$ cat src/rtl/core/tpcm_pkg.sv
// Types and constants shared by the touch point calibrate map modules.
`default_nettype none

package tpcm_pkg;

    localparam int COORD_W          = 12;
    localparam int PROD_W           = 2 * COORD_W;
    localparam int DIV_STEPS_PER_CYC = 2;
    localparam int DIV_CYCLES       = COORD_W / DIV_STEPS_PER_CYC;
    localparam int DIV_CNT_W        = $clog2(DIV_CYCLES);

    typedef logic [COORD_W-1:0] coord_t;

    localparam coord_t CAL_X_LOW_RST  = 12'd1;
    localparam coord_t CAL_X_HIGH_RST = 12'd239;
    localparam coord_t CAL_Y_LOW_RST  = 12'd6;
    localparam coord_t CAL_Y_HIGH_RST = 12'd298;
    localparam coord_t TX_DEFAULT     = 12'd239;
    localparam coord_t TY_DEFAULT     = 12'd319;
    localparam logic [3:0] MIN_COUNT    = 4'd1;
    localparam logic [3:0] MAX_COUNT    = 4'd5;
    localparam logic [3:0] STATUS_TOUCH = 4'h6;

    typedef enum logic [1:0] {
        ROT_0   = 2'd0,
        ROT_90  = 2'd1,
        ROT_180 = 2'd2,
        ROT_270 = 2'd3
    } rot_t;

    localparam rot_t ROTATION_RST = ROT_90;

    typedef enum logic [2:0] {
        REG_DEVICE_PRESENT = 3'd0,
        REG_ROTATION       = 3'd1,
        REG_PANEL_X_MAX    = 3'd2,
        REG_PANEL_Y_MAX    = 3'd3,
        REG_DISP_WIDTH     = 3'd4,
        REG_DISP_HEIGHT    = 3'd5
    } reg_idx_t;

    typedef enum logic [1:0] {
        OP_NORM_X  = 2'd0,
        OP_NORM_Y  = 2'd1,
        OP_SCALE_X = 2'd2,
        OP_SCALE_Y = 2'd3
    } op_t;

    typedef enum logic [2:0] {
        ST_IDLE  = 3'd0,
        ST_EVAL  = 3'd1,
        ST_SETUP = 3'd2,
        ST_START = 3'd3,
        ST_WAIT  = 3'd4,
        ST_STORE = 3'd5,
        ST_OUT   = 3'd6
    } state_t;

    typedef struct packed {
        logic   device_present;
        rot_t   rotation;
        coord_t panel_x_max;
        coord_t panel_y_max;
        coord_t disp_width;
        coord_t disp_height;
    } cfg_t;

    typedef struct packed {
        logic       read_ok;
        logic [3:0] touch_count;
        logic [7:0] status_byte;
        logic [7:0] x_high;
        logic [7:0] y_high;
        logic [7:0] low_nibbles;
    } item_t;

    typedef struct packed {
        logic load;
        logic cal_upd;
        logic setup;
        logic div_start;
        logic store;
        op_t  op;
    } cmd_t;

    typedef struct packed {
        logic pressed;
        logic bypass;
        logic geom_known;
        logic div_done;
    } sts_t;

endpackage

`default_nettype wire

$ cat src/rtl/core/tpcm_div.sv
// Iterative restoring divider, two quotient bits per cycle, 12-bit quotient.
`default_nettype none

module tpcm_div (
    input  wire logic                         aclk,
    input  wire logic                         aresetn,
    input  wire logic                         start,
    input  wire logic [tpcm_pkg::PROD_W-1:0]  dividend,
    input  wire tpcm_pkg::coord_t             divisor,
    output tpcm_pkg::coord_t                  quotient,
    output logic                              done
);

    localparam int CW = tpcm_pkg::COORD_W;

    logic                             busy_reg, busy_next;
    logic                             done_reg, done_next;
    logic [tpcm_pkg::DIV_CNT_W-1:0]   cnt_reg, cnt_next;
    tpcm_pkg::coord_t                 rem_reg, rem_next;
    tpcm_pkg::coord_t                 quo_reg, quo_next;
    tpcm_pkg::coord_t                 rem_v, quo_v;
    logic [CW:0]                      trial;
    logic                             ge;

    // The caller guarantees the quotient fits in 12 bits, so the upper half of
    // the dividend is already below the divisor and only 12 steps are needed.
    always_comb begin
        rem_v = rem_reg;
        quo_v = quo_reg;
        trial = '0;
        ge    = 1'b0;
        for (int i = 0; i < tpcm_pkg::DIV_STEPS_PER_CYC; i++) begin
            trial = {rem_v, quo_v[CW-1]};
            ge    = (trial >= {1'b0, divisor});
            if (ge) begin
                rem_v = CW'(trial - {1'b0, divisor});
            end else begin
                rem_v = trial[CW-1:0];
            end
            quo_v = {quo_v[CW-2:0], ge};
        end
    end

    always_comb begin
        busy_next = busy_reg;
        done_next = 1'b0;
        cnt_next  = cnt_reg;
        rem_next  = rem_reg;
        quo_next  = quo_reg;
        if (start) begin
            busy_next = 1'b1;
            cnt_next  = '0;
            rem_next  = dividend[tpcm_pkg::PROD_W-1:CW];
            quo_next  = dividend[CW-1:0];
        end else if (busy_reg) begin
            rem_next = rem_v;
            quo_next = quo_v;
            if (cnt_reg == tpcm_pkg::DIV_CNT_W'(tpcm_pkg::DIV_CYCLES - 1)) begin
                busy_next = 1'b0;
                done_next = 1'b1;
            end else begin
                cnt_next = cnt_reg + 1'b1;
            end
        end
    end

    always_ff @(posedge aclk) begin
        if (!aresetn) begin
            busy_reg <= 1'b0;
            done_reg <= 1'b0;
            cnt_reg  <= '0;
        end else begin
            busy_reg <= busy_next;
            done_reg <= done_next;
            cnt_reg  <= cnt_next;
        end
    end

    always_ff @(posedge aclk) begin
        rem_reg <= rem_next;
        quo_reg <= quo_next;
    end

    assign quotient = quo_reg;
    assign done     = done_reg;

endmodule

`default_nettype wire

$ cat src/rtl/core/tpcm_dp.sv
// Datapath: raw point capture, calibration window, operand setup, divider and results.
`default_nettype none

module tpcm_dp (
    input  wire logic             aclk,
    input  wire logic             aresetn,
    input  wire tpcm_pkg::cfg_t   cfg,
    input  wire tpcm_pkg::item_t  item,
    input  wire tpcm_pkg::cmd_t   cmd,
    output tpcm_pkg::sts_t        sts,
    output logic                  res_pressed,
    output tpcm_pkg::coord_t      res_x,
    output tpcm_pkg::coord_t      res_y
);

    localparam int PW = tpcm_pkg::PROD_W;

    logic             pressed_reg, pressed_next;
    tpcm_pkg::coord_t xr_reg, xr_next, yr_reg, yr_next;
    tpcm_pkg::coord_t cal_x_low_reg, cal_x_low_next, cal_x_high_reg, cal_x_high_next;
    tpcm_pkg::coord_t cal_y_low_reg, cal_y_low_next, cal_y_high_reg, cal_y_high_next;
    tpcm_pkg::coord_t nx_reg, nx_next, ny_reg, ny_next;
    tpcm_pkg::coord_t dx_reg, dx_next, dy_reg, dy_next;
    logic [PW-1:0]    prod_reg, prod_next;
    tpcm_pkg::coord_t den_reg, den_next, bval_reg, bval_next, lim_reg, lim_next;
    logic             byp_reg, byp_next;

    logic             press_now, count_hit, status_hit, geom_known;
    tpcm_pkg::coord_t tx, ty, rx, ry, rw, rh;
    tpcm_pkg::coord_t num, mulf, den, bval, lim, val, res;
    logic             byp;
    tpcm_pkg::coord_t quotient;
    logic             div_done;

    assign count_hit  = (item.touch_count >= tpcm_pkg::MIN_COUNT) &&
                        (item.touch_count <= tpcm_pkg::MAX_COUNT);
    assign status_hit = (item.status_byte[3:0] == tpcm_pkg::STATUS_TOUCH);
    assign press_now  = cfg.device_present && item.read_ok && (count_hit || status_hit);

    assign geom_known = (cfg.panel_x_max != '0) && (cfg.panel_y_max != '0) &&
                        (cfg.disp_width != '0) && (cfg.disp_height != '0);

    // Normalize targets fall back to the display size, then to fixed defaults.
    always_comb begin
        if (cfg.panel_x_max != '0) begin
            tx = cfg.panel_x_max - 1'b1;
        end else if (cfg.disp_width != '0) begin
            tx = cfg.disp_width - 1'b1;
        end else begin
            tx = tpcm_pkg::TX_DEFAULT;
        end
        if (cfg.panel_y_max != '0) begin
            ty = cfg.panel_y_max - 1'b1;
        end else if (cfg.disp_height != '0) begin
            ty = cfg.disp_height - 1'b1;
        end else begin
            ty = tpcm_pkg::TY_DEFAULT;
        end
    end

    always_comb begin
        case (cfg.rotation)
            tpcm_pkg::ROT_0: begin
                rx = nx_reg;
                ry = ny_reg;
                rw = cfg.panel_x_max;
                rh = cfg.panel_y_max;
            end
            tpcm_pkg::ROT_90: begin
                rx = ny_reg;
                ry = cfg.panel_x_max - 1'b1 - nx_reg;
                rw = cfg.panel_y_max;
                rh = cfg.panel_x_max;
            end
            tpcm_pkg::ROT_180: begin
                rx = cfg.panel_x_max - 1'b1 - nx_reg;
                ry = cfg.panel_y_max - 1'b1 - ny_reg;
                rw = cfg.panel_x_max;
                rh = cfg.panel_y_max;
            end
            default: begin
                rx = cfg.panel_y_max - 1'b1 - ny_reg;
                ry = nx_reg;
                rw = cfg.panel_y_max;
                rh = cfg.panel_x_max;
            end
        endcase
    end

    // Operands for the current operation. Bypass means no division is needed.
    always_comb begin
        case (cmd.op)
            tpcm_pkg::OP_NORM_X: begin
                num  = xr_reg - cal_x_low_reg;
                mulf = tx;
                den  = cal_x_high_reg - cal_x_low_reg;
                byp  = ({1'b0, cal_x_high_reg} <= ({1'b0, cal_x_low_reg} + 13'd1));
                bval = '0;
                lim  = tx;
            end
            tpcm_pkg::OP_NORM_Y: begin
                num  = yr_reg - cal_y_low_reg;
                mulf = ty;
                den  = cal_y_high_reg - cal_y_low_reg;
                byp  = ({1'b0, cal_y_high_reg} <= ({1'b0, cal_y_low_reg} + 13'd1));
                bval = '0;
                lim  = ty;
            end
            tpcm_pkg::OP_SCALE_X: begin
                num  = rx;
                mulf = cfg.disp_width - 1'b1;
                den  = rw - 1'b1;
                byp  = !((rw > 12'd1) && (cfg.disp_width > 12'd1) && (rw != cfg.disp_width));
                bval = rx;
                lim  = cfg.disp_width - 1'b1;
            end
            default: begin
                num  = ry;
                mulf = cfg.disp_height - 1'b1;
                den  = rh - 1'b1;
                byp  = !((rh > 12'd1) && (cfg.disp_height > 12'd1) && (rh != cfg.disp_height));
                bval = ry;
                lim  = cfg.disp_height - 1'b1;
            end
        endcase
    end

    assign val = byp_reg ? bval_reg : quotient;
    assign res = (val > lim_reg) ? lim_reg : val;

    always_comb begin
        pressed_next    = pressed_reg;
        xr_next         = xr_reg;
        yr_next         = yr_reg;
        cal_x_low_next  = cal_x_low_reg;
        cal_x_high_next = cal_x_high_reg;
        cal_y_low_next  = cal_y_low_reg;
        cal_y_high_next = cal_y_high_reg;
        nx_next         = nx_reg;
        ny_next         = ny_reg;
        dx_next         = dx_reg;
        dy_next         = dy_reg;
        prod_next       = prod_reg;
        den_next        = den_reg;
        byp_next        = byp_reg;
        bval_next       = bval_reg;
        lim_next        = lim_reg;
        if (cmd.load) begin
            pressed_next = press_now;
            xr_next      = {item.x_high, item.low_nibbles[7:4]};
            yr_next      = {item.y_high, item.low_nibbles[3:0]};
        end
        if (cmd.cal_upd) begin
            if (xr_reg < cal_x_low_reg)  cal_x_low_next  = xr_reg;
            if (xr_reg > cal_x_high_reg) cal_x_high_next = xr_reg;
            if (yr_reg < cal_y_low_reg)  cal_y_low_next  = yr_reg;
            if (yr_reg > cal_y_high_reg) cal_y_high_next = yr_reg;
        end
        if (cmd.setup) begin
            prod_next = PW'(num) * PW'(mulf);
            den_next  = den;
            byp_next  = byp;
            bval_next = bval;
            lim_next  = lim;
        end
        if (cmd.store) begin
            case (cmd.op)
                tpcm_pkg::OP_NORM_X: begin
                    nx_next = res;
                    dx_next = res;
                end
                tpcm_pkg::OP_NORM_Y: begin
                    ny_next = res;
                    dy_next = res;
                end
                tpcm_pkg::OP_SCALE_X: dx_next = res;
                default:              dy_next = res;
            endcase
        end
    end

    always_ff @(posedge aclk) begin
        if (!aresetn) begin
            pressed_reg    <= 1'b0;
            cal_x_low_reg  <= tpcm_pkg::CAL_X_LOW_RST;
            cal_x_high_reg <= tpcm_pkg::CAL_X_HIGH_RST;
            cal_y_low_reg  <= tpcm_pkg::CAL_Y_LOW_RST;
            cal_y_high_reg <= tpcm_pkg::CAL_Y_HIGH_RST;
        end else begin
            pressed_reg    <= pressed_next;
            cal_x_low_reg  <= cal_x_low_next;
            cal_x_high_reg <= cal_x_high_next;
            cal_y_low_reg  <= cal_y_low_next;
            cal_y_high_reg <= cal_y_high_next;
        end
    end

    always_ff @(posedge aclk) begin
        xr_reg   <= xr_next;
        yr_reg   <= yr_next;
        nx_reg   <= nx_next;
        ny_reg   <= ny_next;
        dx_reg   <= dx_next;
        dy_reg   <= dy_next;
        prod_reg <= prod_next;
        den_reg  <= den_next;
        byp_reg  <= byp_next;
        bval_reg <= bval_next;
        lim_reg  <= lim_next;
    end

    tpcm_div u_div (
        .aclk     (aclk),
        .aresetn  (aresetn),
        .start    (cmd.div_start),
        .dividend (prod_reg),
        .divisor  (den_reg),
        .quotient (quotient),
        .done     (div_done)
    );

    assign sts.pressed    = pressed_reg;
    assign sts.bypass     = byp_reg;
    assign sts.geom_known = geom_known;
    assign sts.div_done   = div_done;

    assign res_pressed = pressed_reg;
    assign res_x       = dx_reg;
    assign res_y       = dy_reg;

endmodule

`default_nettype wire

$ cat src/rtl/core/tpcm_ctrl.sv
// Controller: sequences capture, calibration, up to four divisions and the result handoff.
`default_nettype none

module tpcm_ctrl (
    input  wire logic            aclk,
    input  wire logic            aresetn,
    input  wire logic            in_valid,
    input  wire logic            out_free,
    input  wire tpcm_pkg::sts_t  sts,
    output logic                 in_ready,
    output logic                 emit,
    output tpcm_pkg::cmd_t       cmd
);

    tpcm_pkg::state_t state_reg, state_next;
    tpcm_pkg::op_t    op_reg, op_next;

    always_ff @(posedge aclk) begin
        if (!aresetn) begin
            state_reg <= tpcm_pkg::ST_IDLE;
            op_reg    <= tpcm_pkg::OP_NORM_X;
        end else begin
            state_reg <= state_next;
            op_reg    <= op_next;
        end
    end

    always_comb begin
        state_next = state_reg;
        op_next    = op_reg;
        cmd        = '0;
        cmd.op     = op_reg;
        in_ready   = 1'b0;
        emit       = 1'b0;
        case (state_reg)
            tpcm_pkg::ST_IDLE: begin
                in_ready = 1'b1;
                if (in_valid) begin
                    cmd.load   = 1'b1;
                    state_next = tpcm_pkg::ST_EVAL;
                end
            end
            tpcm_pkg::ST_EVAL: begin
                if (sts.pressed) begin
                    cmd.cal_upd = 1'b1;
                    op_next     = tpcm_pkg::OP_NORM_X;
                    state_next  = tpcm_pkg::ST_SETUP;
                end else begin
                    state_next = tpcm_pkg::ST_OUT;
                end
            end
            tpcm_pkg::ST_SETUP: begin
                cmd.setup  = 1'b1;
                state_next = tpcm_pkg::ST_START;
            end
            tpcm_pkg::ST_START: begin
                if (sts.bypass) begin
                    state_next = tpcm_pkg::ST_STORE;
                end else begin
                    cmd.div_start = 1'b1;
                    state_next    = tpcm_pkg::ST_WAIT;
                end
            end
            tpcm_pkg::ST_WAIT: begin
                if (sts.div_done) begin
                    state_next = tpcm_pkg::ST_STORE;
                end
            end
            tpcm_pkg::ST_STORE: begin
                cmd.store = 1'b1;
                case (op_reg)
                    tpcm_pkg::OP_NORM_X: begin
                        op_next    = tpcm_pkg::OP_NORM_Y;
                        state_next = tpcm_pkg::ST_SETUP;
                    end
                    tpcm_pkg::OP_NORM_Y: begin
                        // Without full geometry the normalized point goes out as is.
                        if (sts.geom_known) begin
                            op_next    = tpcm_pkg::OP_SCALE_X;
                            state_next = tpcm_pkg::ST_SETUP;
                        end else begin
                            state_next = tpcm_pkg::ST_OUT;
                        end
                    end
                    tpcm_pkg::OP_SCALE_X: begin
                        op_next    = tpcm_pkg::OP_SCALE_Y;
                        state_next = tpcm_pkg::ST_SETUP;
                    end
                    default: begin
                        state_next = tpcm_pkg::ST_OUT;
                    end
                endcase
            end
            tpcm_pkg::ST_OUT: begin
                if (out_free) begin
                    emit       = 1'b1;
                    state_next = tpcm_pkg::ST_IDLE;
                end
            end
            default: begin
                state_next = tpcm_pkg::ST_IDLE;
            end
        endcase
    end

endmodule

`default_nettype wire

$ cat src/rtl/core/touch_point_calibrate_map.sv
// Top level: register port, controller, datapath and the result output register.
//
// One touch-report snapshot enters on the s_ stream; one result leaves on the m_ stream.
// The s_ side takes a request only while no snapshot is in flight. A released sample
// passes from the evaluate state straight to the output state. A pressed sample updates
// the calibration window and runs four operations on one shared divider (X and Y
// normalize, then X and Y display scaling); each goes through setup, start, a wait for
// the divider and store, and skips the wait when no division is needed.
// Without full panel and display geometry the scaling pair is skipped.
// The next request can be taken in the cycle after the result is handed off.
// The divider produces two quotient bits per cycle.
// Results sit in an output register: the next snapshot is accepted while a result
// waits, and a stalled m_ side holds the finished result only once the following one
// is ready, freezing the block until m_tready returns.
// Synchronous active-low reset clears the configuration registers to their defaults
// (rotation 90), restores the calibration window and empties the output register.
// Configuration registers sit at byte addresses 4*i. The user must write them only
// while idle; the block itself does not enforce it.
`default_nettype none

module touch_point_calibrate_map (
    input  wire logic        aclk,
    input  wire logic        aresetn,
    // APB configuration port
    input  wire logic        psel,
    input  wire logic        penable,
    input  wire logic        pwrite,
    input  wire logic [4:0]  paddr,
    input  wire logic [31:0] pwdata,
    output logic [31:0]      prdata,
    output logic             pready,
    // Input snapshot stream
    input  wire logic        s_tvalid,
    output logic             s_tready,
    // [3:0] touch_count, [11:4] status_byte, [19:12] x_high, [27:20] y_high,
    // [35:28] low_nibbles, [39:36] zero
    input  wire logic [39:0] s_tdata,
    // [0] read_ok
    input  wire logic        s_tuser,
    // Result stream
    output logic             m_tvalid,
    input  wire logic        m_tready,
    // [11:0] disp_x, [23:12] disp_y
    output logic [23:0]      m_tdata,
    // [0] touch_pressed
    output logic             m_tuser
);

    logic              device_present_reg, device_present_next;
    tpcm_pkg::rot_t    rotation_reg, rotation_next;
    tpcm_pkg::coord_t  panel_x_max_reg, panel_x_max_next;
    tpcm_pkg::coord_t  panel_y_max_reg, panel_y_max_next;
    tpcm_pkg::coord_t  disp_width_reg, disp_width_next;
    tpcm_pkg::coord_t  disp_height_reg, disp_height_next;

    logic              m_tvalid_reg, m_tvalid_next;
    logic [23:0]       m_tdata_reg, m_tdata_next;
    logic              m_tuser_reg, m_tuser_next;

    logic              cfg_write;
    tpcm_pkg::reg_idx_t cfg_idx;
    tpcm_pkg::cfg_t    cfg;
    tpcm_pkg::item_t   item;
    tpcm_pkg::cmd_t    cmd;
    tpcm_pkg::sts_t    sts;
    logic              in_ready, emit, out_free;
    logic              res_pressed;
    tpcm_pkg::coord_t  res_x, res_y;

    assign pready    = 1'b1;
    assign cfg_write = psel && penable && pwrite && pready;
    assign cfg_idx   = tpcm_pkg::reg_idx_t'(paddr[4:2]);

    always_comb begin
        device_present_next = device_present_reg;
        rotation_next       = rotation_reg;
        panel_x_max_next    = panel_x_max_reg;
        panel_y_max_next    = panel_y_max_reg;
        disp_width_next     = disp_width_reg;
        disp_height_next    = disp_height_reg;
        if (cfg_write) begin
            case (cfg_idx)
                tpcm_pkg::REG_DEVICE_PRESENT: device_present_next = pwdata[0];
                tpcm_pkg::REG_ROTATION:       rotation_next = tpcm_pkg::rot_t'(pwdata[1:0]);
                tpcm_pkg::REG_PANEL_X_MAX:    panel_x_max_next = pwdata[11:0];
                tpcm_pkg::REG_PANEL_Y_MAX:    panel_y_max_next = pwdata[11:0];
                tpcm_pkg::REG_DISP_WIDTH:     disp_width_next = pwdata[11:0];
                tpcm_pkg::REG_DISP_HEIGHT:    disp_height_next = pwdata[11:0];
                default: ;
            endcase
        end
    end

    always_comb begin
        case (cfg_idx)
            tpcm_pkg::REG_DEVICE_PRESENT: prdata = {31'd0, device_present_reg};
            tpcm_pkg::REG_ROTATION:       prdata = {30'd0, rotation_reg};
            tpcm_pkg::REG_PANEL_X_MAX:    prdata = {20'd0, panel_x_max_reg};
            tpcm_pkg::REG_PANEL_Y_MAX:    prdata = {20'd0, panel_y_max_reg};
            tpcm_pkg::REG_DISP_WIDTH:     prdata = {20'd0, disp_width_reg};
            tpcm_pkg::REG_DISP_HEIGHT:    prdata = {20'd0, disp_height_reg};
            default:                      prdata = '0;
        endcase
    end

    always_ff @(posedge aclk) begin
        if (!aresetn) begin
            device_present_reg <= 1'b0;
            rotation_reg       <= tpcm_pkg::ROTATION_RST;
            panel_x_max_reg    <= '0;
            panel_y_max_reg    <= '0;
            disp_width_reg     <= '0;
            disp_height_reg    <= '0;
        end else begin
            device_present_reg <= device_present_next;
            rotation_reg       <= rotation_next;
            panel_x_max_reg    <= panel_x_max_next;
            panel_y_max_reg    <= panel_y_max_next;
            disp_width_reg     <= disp_width_next;
            disp_height_reg    <= disp_height_next;
        end
    end

    assign cfg.device_present = device_present_reg;
    assign cfg.rotation       = rotation_reg;
    assign cfg.panel_x_max    = panel_x_max_reg;
    assign cfg.panel_y_max    = panel_y_max_reg;
    assign cfg.disp_width     = disp_width_reg;
    assign cfg.disp_height    = disp_height_reg;

    assign item.read_ok     = s_tuser;
    assign item.touch_count = s_tdata[3:0];
    assign item.status_byte = s_tdata[11:4];
    assign item.x_high      = s_tdata[19:12];
    assign item.y_high      = s_tdata[27:20];
    assign item.low_nibbles = s_tdata[35:28];

    assign s_tready = in_ready;
    assign out_free = !m_tvalid_reg || m_tready;

    tpcm_ctrl u_ctrl (
        .aclk     (aclk),
        .aresetn  (aresetn),
        .in_valid (s_tvalid),
        .out_free (out_free),
        .sts      (sts),
        .in_ready (in_ready),
        .emit     (emit),
        .cmd      (cmd)
    );

    tpcm_dp u_dp (
        .aclk        (aclk),
        .aresetn     (aresetn),
        .cfg         (cfg),
        .item        (item),
        .cmd         (cmd),
        .sts         (sts),
        .res_pressed (res_pressed),
        .res_x       (res_x),
        .res_y       (res_y)
    );

    // A released sample always reports a zero point.
    always_comb begin
        m_tvalid_next = m_tvalid_reg;
        m_tdata_next  = m_tdata_reg;
        m_tuser_next  = m_tuser_reg;
        if (emit) begin
            m_tvalid_next = 1'b1;
            m_tuser_next  = res_pressed;
            m_tdata_next  = res_pressed ? {res_y, res_x} : '0;
        end else if (m_tready) begin
            m_tvalid_next = 1'b0;
        end
    end

    always_ff @(posedge aclk) begin
        if (!aresetn) begin
            m_tvalid_reg <= 1'b0;
        end else begin
            m_tvalid_reg <= m_tvalid_next;
        end
    end

    always_ff @(posedge aclk) begin
        m_tdata_reg <= m_tdata_next;
        m_tuser_reg <= m_tuser_next;
    end

    assign m_tvalid = m_tvalid_reg;
    assign m_tdata  = m_tdata_reg;
    assign m_tuser  = m_tuser_reg;

endmodule

`default_nettype wire

$ cat config.mk
export PLATFORM = sky130hd
export DESIGN_NAME = touch_point_calibrate_map
export DESIGN_NICKNAME = d
export VERILOG_FILES = /design/src/rtl/core/tpcm_pkg.sv /design/src/rtl/core/tpcm_div.sv /design/src/rtl/core/tpcm_dp.sv /design/src/rtl/core/tpcm_ctrl.sv /design/src/rtl/core/touch_point_calibrate_map.sv
export SDC_FILE = /design/constraint.sdc
export NUM_CORES = 1
export LEC_CHECK = 0
export BUFFER_PORTS_ARGS = -buffer_cell sky130_fd_sc_hd__buf_2
export CAP_MARGIN = 20
export CORE_MARGIN = 2
export CORE_UTILIZATION = 40
export CTS_CLUSTER_SIZE = 14
export DETAILED_ROUTE_END_ITERATION = 10
export GPL_ROUTABILITY_DRIVEN = 0
export SLEW_MARGIN = 10
export SYNTH_ARGS = -nofsm -noshare
export SYNTH_HDL_FRONTEND = slang
export SYNTH_SLANG_ARGS = --single-unit
$ cat constraint.sdc
create_clock -name aclk -period 10.34 [get_ports aclk]
set_input_delay 1.551 -clock aclk [delete_from_list [all_inputs] [get_ports aclk]]
set_output_delay 1.551 -clock aclk [all_outputs]
set_load 0.02 [all_outputs]
---- Word level (Yosys, flattened, before mapping) ----
Index checks and enable logic that the tools add are counted.
word-level totals
  register bits ........................... 293
  bits of input ports ..................... 85
  output and inout port bits .............. 60
  word-level logic and storage cells ...... 195
operators by class
  add/subtract/negate cells ............... 17
  $mul .................................... 1
  magnitude comparators ................... 15
  eq/ne operators ......................... 25
  mux-type cells .......................... 51
  bitwise operators ....................... 4
  reductions and logical operators ........ 50
operator list
  cell                                                                              count
  12-bit one-hot mux with 3 select lines                                            5
  12-bit 2-to-1 mux                                                                 14
  12-bit subtractor                                                                 8
  12-bit one-hot mux with 6 select lines                                            1
  12-bit by 1-bit subtractor with 12-bit output, second input constant              6
  12-bit by 1-bit greater-than comparator with 1-bit output, second input constant  4
  12-bit nonzero test                                                               4
  12-bit greater-than comparator                                                    3
  2-bit AND reduction                                                               15
  12-bit by 1-bit adder with 13-bit output, second input constant                   2
  13-bit by 12-bit >= comparator with 1-bit output                                  2
  12-bit by 13-bit less-or-equal comparator with 1-bit output                       2
  12-bit less-than comparator                                                       2
  12-bit by 12-bit multiplier with 24-bit output                                    1
  12-bit inequality test                                                            2
  12-bit one-hot mux with 2 select lines                                            1
  3-bit one-hot mux with 7 select lines                                             1
  3-bit == test, second input constant                                              6
  1-bit 2-to-1 mux                                                                  18
  3-bit 2-to-1 mux                                                                  5
  3-bit by 2-bit == test with 1-bit output, second input constant                   4
  1-bit logical AND                                                                 12
  2-bit OR reduction                                                                4
  3-bit by 1-bit == test with 1-bit output, second input constant                   2
  24 further kinds                                                                  39

---- Longest topological paths before layout ----
  depth after elaboration ................. 8
  gate-level depth with buffers ........... 34
  depth with buffers taken out ............ 33

---- Cells and area by module ----
Synthesis repeated with hierarchy kept, for this count alone.
unflattened totals
  cell total of the unflattened synthesis .. 2,779
  area, all modules ....................... 26,195.1 um2
modules (own cells, without submodules)
  module                     times used  cells an instance  area an instance (um2)  seq. area each (um2)
  tpcm_dp                    1           2,140              19,527.5                4,974.8
  touch_point_calibrate_map  1           311                3,484.6                 1,791.7
  tpcm_div                   1           276                2,771.4                 820.8
  tpcm_ctrl                  1           52                 411.6                   100.1

---- Least setup slack after synthesis ----
Ideal clock, no wire load.
  kind .................................... reg2reg
  from .................................... reg panel_x_max_reg[2]
  to ...................................... reg u_dp.prod_reg[23], data pin
  setup time .............................. 0.266 ns
  arrival ................................. 7.341 ns
  required time ........................... 10.074 ns
  slack ................................... 2.733 ns
  cell stages (with the launch flop) ...... 32
  path buffers ............................ 2
  period minus slack after synthesis ...... 7.607 ns
  cells stage by stage .................... dfxtp_1 buf_6 or4_4 nor2_1 xor2_1 ha_1 o21a_1 o21a_1 and3_1 a2111oi_0 nand3b_1 o22ai_1 a221oi_1 o21a_1 buf_2 nor2b_1 fa_1 fa_1 inv_1 fa_1 fa_1 fa_1 inv_1 ha_1 a21o_1 a21o_1 a21oi_1 o21ai_0 a41oi_1 a211oi_1 nor4_1 nor3_1
on the way
  word-level cells in the longest chain between the ends .. 5
  elaborated cells between the ends (all ways) .. 9
  those cells by class .................... add/sub (2); mul (1); mux (5); reduce/logical (1)
RTL lines
  element                                           line                                         source
  from (decl)                                       touch_point_calibrate_map.sv:51              tpcm_pkg::coord_t panel_x_max_reg, panel_x_max_next;
  from (signal assigned)                            touch_point_calibrate_map.sv:117             panel_x_max_reg <= panel_x_max_next;
  12-bit by 1-bit subtractor with 12-bit output     tpcm_dp.sv:46, tpcm_dp.sv:71, tpcm_dp.sv:76
  12-bit subtractor                                 tpcm_dp.sv:71, tpcm_dp.sv:76
  12-bit one-hot mux with 3 select lines            tpcm_dp.sv:62                                case (cfg.rotation)
  12-bit one-hot mux with 3 select lines            tpcm_dp.sv:92                                case (cmd.op)
  12-bit by 12-bit multiplier with 24-bit output *  tpcm_dp.sv:160                               prod_next = PW'(num) * PW'(mulf);
  to (signal assigned)                              tpcm_dp.sv:205                               prod_reg <= prod_next;
  to (decl)                                         tpcm_dp.sv:24                                logic [PW-1:0] prod_reg, prod_next;
Every way passes the cells marked *; elsewhere a longest branch is shown, timed or not.
A chain may end at the register's enable or synchronous reset.

---- Worst setup path after layout ----
  from .................................... reg panel_y_max_reg[0]
  to ...................................... reg u_dp.prod_reg[23], data pin
on the way
  word-level cells in the longest chain between the ends .. 5
  elaborated cells between the ends (all ways) .. 9
  those cells by class .................... add/sub (2); mul (1); mux (5); reduce/logical (1)
RTL lines
  element                                           line                                         source
  from (decl)                                       touch_point_calibrate_map.sv:52              tpcm_pkg::coord_t panel_y_max_reg, panel_y_max_next;
  from (signal assigned)                            touch_point_calibrate_map.sv:118             panel_y_max_reg <= panel_y_max_next;
  12-bit by 1-bit subtractor with 12-bit output     tpcm_dp.sv:53, tpcm_dp.sv:77, tpcm_dp.sv:82
  12-bit subtractor                                 tpcm_dp.sv:77, tpcm_dp.sv:82
  12-bit one-hot mux with 3 select lines            tpcm_dp.sv:62
  12-bit one-hot mux with 3 select lines            tpcm_dp.sv:92
  12-bit by 12-bit multiplier with 24-bit output *  tpcm_dp.sv:160
Marked as above.

==> flow_summary.html <==
<table>
<tr><th>Metric</th><th>Value</th></tr>
<tr><th colspan="2">Setup path</th></tr>
<tr><td>Most prevalent standard cell on the critical path</td><td>sky130_fd_sc_hd__fa_1</td></tr>
<tr><td>Reg-to-reg critical path startpoint</td><td>panel_y_max_reg[0]</td></tr>
<tr><td>Crit Path Class</td><td>reg -&gt; reg</td></tr>
<tr><td>Signal arrival time at the worst endpoint</td><td>9270 ps</td></tr>
<tr><td>Cell with the biggest individual delay on the critical path</td><td>sky130_fd_sc_hd__o41ai_1</td></tr>
<tr><td>Register-to-register path setup slack</td><td>~1400 ps</td></tr>
<tr><td>Worst Path Max Fanout</td><td>12</td></tr>
<tr><td>Longest individual stage delay on the worst path</td><td>640 ps</td></tr>
<tr><td>Kind of start point of the critical path</td><td>flip-flop</td></tr>
<tr><td>Category of the worst setup path capture point</td><td>flip-flop</td></tr>
<tr><td>Crit Reg-Reg Endpoint</td><td>u_dp.prod_reg[23]</td></tr>
<tr><td>Number of cells traversed by the worst register-to-register path</td><td>31</td></tr>
<tr><td>Req. time, crit path</td><td>about 11000 ps</td></tr>
<tr><th colspan="2">Yosys</th></tr>
<tr><td>Syn avg cell area</td><td>a little over 9 um^2</td></tr>
<tr><td>Synthesized instance count</td><td>2776</td></tr>
<tr><td>Area of the mapped netlist</td><td>~25000 um^2</td></tr>
<tr><td>Predominant post-synthesis flop cell</td><td>sky130_fd_sc_hd__edfxtp_1</td></tr>
<tr><td>Count of cell types in the netlist</td><td>86</td></tr>
<tr><td>Fraction of the yosys area taken by sequential cells</td><td>roughly 30%</td></tr>
<tr><td>Post-synth ARST share</td><td>0%</td></tr>
<tr><td>Number of synthesized flops with an enable pin</td><td>roughly 180</td></tr>
<tr><td>Flops &amp; latches, synth</td><td>slightly below 300</td></tr>
<tr><td>Synth Warn #</td><td>0</td></tr>
<tr><th colspan="2">Floorplanning</th></tr>
<tr><td>Effective utilization at floorplan</td><td>about two fifths</td></tr>
<tr><td>Die outline area</td><td>65700 um^2</td></tr>
<tr><td>IO Pins</td><td>145</td></tr>
<tr><td>Horizontal extent of the die</td><td>approximately 260 um</td></tr>
<tr><td>Row cnt</td><td>a little over 90</td></tr>
<tr><td>Core ar.</td><td>roughly 63000 um^2</td></tr>
<tr><td>Height of the die</td><td>about 260 um</td></tr>
<tr><th colspan="2">Finish</th></tr>
<tr><td>Post-route insts no fill</td><td>between 3000 and 4000</td></tr>
<tr><td>Total number of nets in the final design</td><td>3232</td></tr>
<tr><td>Antenna fix cells</td><td>0</td></tr>
<tr><td>Most frequent standard cell in the layout excluding fill and tap cells</td><td>sky130_fd_sc_hd__inv_1</td></tr>
<tr><td>Most frequent cells in the layout</td><td>sky130_fd_sc_hd__inv_1 (286), sky130_fd_sc_hd__nand2_1 (246), sky130_fd_sc_hd__ha_1 (231), sky130_fd_sc_hd__edfxtp_1 (182), sky130_fd_sc_hd__nor2_1 (149)</td></tr>
<tr><td>Final-layout fill cell count</td><td>between 5000 and 6000</td></tr>
<tr><td>Ratio of cells with drive above 1 in the final layout</td><td>a little under a tenth</td></tr>
<tr><td>Synthesis-to-finish area growth</td><td>9.28%</td></tr>
<tr><th colspan="2">Power and ir drop</th></tr>
<tr><td>Total power after layout</td><td>9.43 mW</td></tr>
<tr><td>Max IR drop VDD</td><td>around 0.63 mV</td></tr>
<tr><td>Power density over the cells</td><td>339 nW/um^2</td></tr>
<tr><td>LEAKAGE</td><td>~12 nW</td></tr>
<tr><th colspan="2">Drt</th></tr>
<tr><td>Routed wire length</td><td>70.6 mm</td></tr>
<tr><td>Count of nets left with antenna violations after detail routing</td><td>0</td></tr>
<tr><td>Met2 Routed Length</td><td>32.6 mm</td></tr>
<tr><td>Wire length per cell</td><td>19.2 um</td></tr>
<tr><td>Vias after detailed routing</td><td>between 20000 and 25000</td></tr>
<tr><td>DR vias/cell</td><td>5.51</td></tr>
<tr><td>Routed metal-1 wire length</td><td>between 30 and 40 mm</td></tr>
<tr><td>Residual DRC count</td><td>0</td></tr>
<tr><td>Initial drt markers</td><td>1639</td></tr>
<tr><td>Uppermost signal routing layer after detailed routing</td><td>met5</td></tr>
<tr><td>Number of detailed-route iterations in the first pass</td><td>6</td></tr>
<tr><td>Amount of wire on met3 after detailed routing</td><td>between 4 and 5 mm</td></tr>
<tr><th colspan="2">Placed design</th></tr>
<tr><td>Number of instances in the placed design</td><td>between 3000 and 4000</td></tr>
<tr><td>Post-DP HPWL</td><td>54.3 mm</td></tr>
<tr><td>Port Buffer Count</td><td>93</td></tr>
<tr><th colspan="2">STA</th></tr>
<tr><td>Achievable Freq</td><td>between 100 and 150 MHz</td></tr>
<tr><td>Final-layout setup total negative slack</td><td>0 ps</td></tr>
<tr><td>Final critical delay including setup and external delays</td><td>8980 ps</td></tr>
<tr><td>Maximum clock skew at final layout</td><td>23.2 ps</td></tr>
<tr><td>Transition time at the pin with the least slew margin</td><td>roughly 1100 ps</td></tr>
<tr><td>Number of pins exceeding their max-slew limit in the final report</td><td>0</td></tr>
<tr><td>Tightest slew margin relative to the limit</td><td>23.2%</td></tr>
<tr><td>Worst hold margin</td><td>approximately 470 ps</td></tr>
<tr><td>Final count of hold timing violations</td><td>0</td></tr>
<tr><td>Setup repair after global routing missed its margin</td><td>no</td></tr>
<tr><td>Period Utilization, post-route</td><td>between 80% and 90%</td></tr>
<tr><td>Final count of negative-setup-slack endpoints</td><td>0</td></tr>
<tr><th colspan="2">CTS</th></tr>
<tr><td>Clk slew on worst S/H paths</td><td>around 60 ps</td></tr>
<tr><td>Hold-fix buffer count after cts</td><td>0</td></tr>
<tr><td># H-tree levels</td><td>2</td></tr>
<tr><td>Total number of clock tree sinks</td><td>roughly 290</td></tr>
<tr><td>Clock Tree Buf Depth</td><td>3</td></tr>
<tr><td>Number of CTS-inserted buffers</td><td>34</td></tr>
<tr><td>Root buffer selected by CTS</td><td>sky130_fd_sc_hd__clkbuf_16</td></tr>
<tr><td>Clock tree from TritonCTS</td><td>done</td></tr>
<tr><td>Number of post-CTS setup repair buffers</td><td>0</td></tr>
<tr><td>Clock latency of the later-clocked register in the worst-skew pair</td><td>between 500 and 600 ps</td></tr>
<tr><td>Number of gates resized after CTS</td><td>0</td></tr>
<tr><th colspan="2">Hold path</th></tr>
<tr><td>Endpoint with the worst hold slack</td><td>u_dp.u_div.done</td></tr>
<tr><td>Hold Path Origin</td><td>u_dp.u_div.busy_reg</td></tr>
<tr><td>Min-Delay Path Class</td><td>reg -&gt; reg</td></tr>
<tr><td>Hold path cells</td><td>2</td></tr>
<tr><th colspan="2">GRT</th></tr>
<tr><td>Via count of the first global-routing pass</td><td>~21000</td></tr>
<tr><td>Largest net degree at the start of global routing</td><td>~110</td></tr>
<tr><td>Number of antenna violations at the first check in global routing</td><td>1</td></tr>
<tr><td>Global-route wire length before repair</td><td>around 110 mm</td></tr>
<tr><td>Tot GR Track Use</td><td>21.5%</td></tr>
<tr><td>Total global routing overflow</td><td>0</td></tr>
<tr><th colspan="2">Run status</th></tr>
<tr><td>Result of the run</td><td>finished clean</td></tr>
<tr><th colspan="2">Job</th></tr>
<tr><td># Max-Cap Violations</td><td>0</td></tr>
</table>
[per-layer routing]
layer / vias to the layer above / GRT usage, %
met5: - / 0
met4: 2 / 8.64
met3: 140 / 3.98
met2: 627 / 35.9
met1: 9859 / 27.5
li1: 9628 / -
[area by class of cell]
cell class	count	area (um^2)	share of cell area, %
Inverter	289	1080	3.90
Clock buffer	42	952	3.42
Timing Repair Buffer	132	758	2.73
Clock inverter	19	215	0.773
Sequential cell	293	7690	27.6
Tap cell	846	1060	3.80
Multi-Input combinational cell	2057	16100	57.7
[Yosys cell counts (15+ instances only)]
cell type	count	area, um^2
sky130_fd_sc_hd__a211oi_1	19	143
sky130_fd_sc_hd__a21boi_0	31	233
sky130_fd_sc_hd__a21o_1	45	338
sky130_fd_sc_hd__a21oi_1	144	721
sky130_fd_sc_hd__a22oi_1	15	113
sky130_fd_sc_hd__and2_1	64	400
sky130_fd_sc_hd__buf_2	17	85.1
sky130_fd_sc_hd__buf_4	22	165
sky130_fd_sc_hd__clkbuf_1	102	383
sky130_fd_sc_hd__dfxtp_1	111	2220
sky130_fd_sc_hd__edfxtp_1	182	5470
sky130_fd_sc_hd__fa_1	108	2160
sky130_fd_sc_hd__ha_1	232	2900
sky130_fd_sc_hd__inv_1	286	1070
sky130_fd_sc_hd__mux2_2	31	349
sky130_fd_sc_hd__mux2i_1	134	1340
sky130_fd_sc_hd__nand2_1	246	923
sky130_fd_sc_hd__nand2b_1	30	188
sky130_fd_sc_hd__nand3_1	51	255
sky130_fd_sc_hd__nand4_1	24	150
sky130_fd_sc_hd__nor2_1	151	567
sky130_fd_sc_hd__nor2b_1	97	607
sky130_fd_sc_hd__nor3_1	51	255
sky130_fd_sc_hd__nor4_1	23	144
sky130_fd_sc_hd__o211ai_1	17	128
sky130_fd_sc_hd__o21a_1	27	203
sky130_fd_sc_hd__o21ai_0	97	485
sky130_fd_sc_hd__o22ai_1	20	125
sky130_fd_sc_hd__o31ai_1	15	113
sky130_fd_sc_hd__xnor2_1	135	1180
sky130_fd_sc_hd__xor2_1	54	473
[logic make-up (layout without fill, tap and decap cells)]
kind of cell	count (synthesis)	count (layout)	synth area share, %
xor+xnor	190	190	6.57
buf+inv	445	482	7.06
compound gates	531	531	13.6
simple gates	810	810	16.1
fa+ha+maj	340	340	19.9
flops	293	293	30.2
other cells	2	21	0.0295
mux	165	165	6.64
[worst max-delay path, delay by kind of cell, from the launching register on]
family / cells / cell delay (ps)
adder cells (fa/ha/maj): 8 / 3410
AND/OR/NAND/NOR: 13 / 2310
AO/OA/AOI/OAI: 6 / 1900
flip-flops: 1 / 440
XOR/XNOR: 1 / 430
buffers and inverters: 3 / 220
[worst max path at each step]
stage	startpoint	cells past startpoint	slack (ps)	to
global route	panel_y_max_reg[0]	31	710	u_dp.prod_reg[23]
CTS	panel_y_max_reg[0]	31	1450	u_dp.prod_reg[23]
detailed placement	panel_y_max_reg[0]	31	1530	u_dp.prod_reg[23]
floorplan	panel_x_max_reg[2]	31	2730	u_dp.prod_reg[23]
global placement	panel_y_max_reg[0]	31	1580	u_dp.prod_reg[23]
finish	panel_y_max_reg[0]	31	1360	u_dp.prod_reg[23]
[power by group]
group,total [mW],leakage (nW),switching [mW],internal [mW]
Clock,1.27,0.558,0.511,0.757
Combinational,6.39,8.99,3.62,2.77
Sequential,1.77,2.59,0.0487,1.72
Total,9.43,12.1,4.18,5.25
[through the flow]
| step | instance area, um^2 | utilization (%) | worst slack (ps) |
|---|---|---|---|
| floorplan | 25500 | - | 2730 |
| global placement | 26600 | 42.3 | 1580 |
| detailed placement | 26600 | 42.3 | 1530 |
| CTS | 27800 | 44.2 | 1450 |
| global route | 27800 | 44.2 | 711 |
| finish | 27800 | 44.2 | 1360 |
Power figures use the tool's default switching activity.
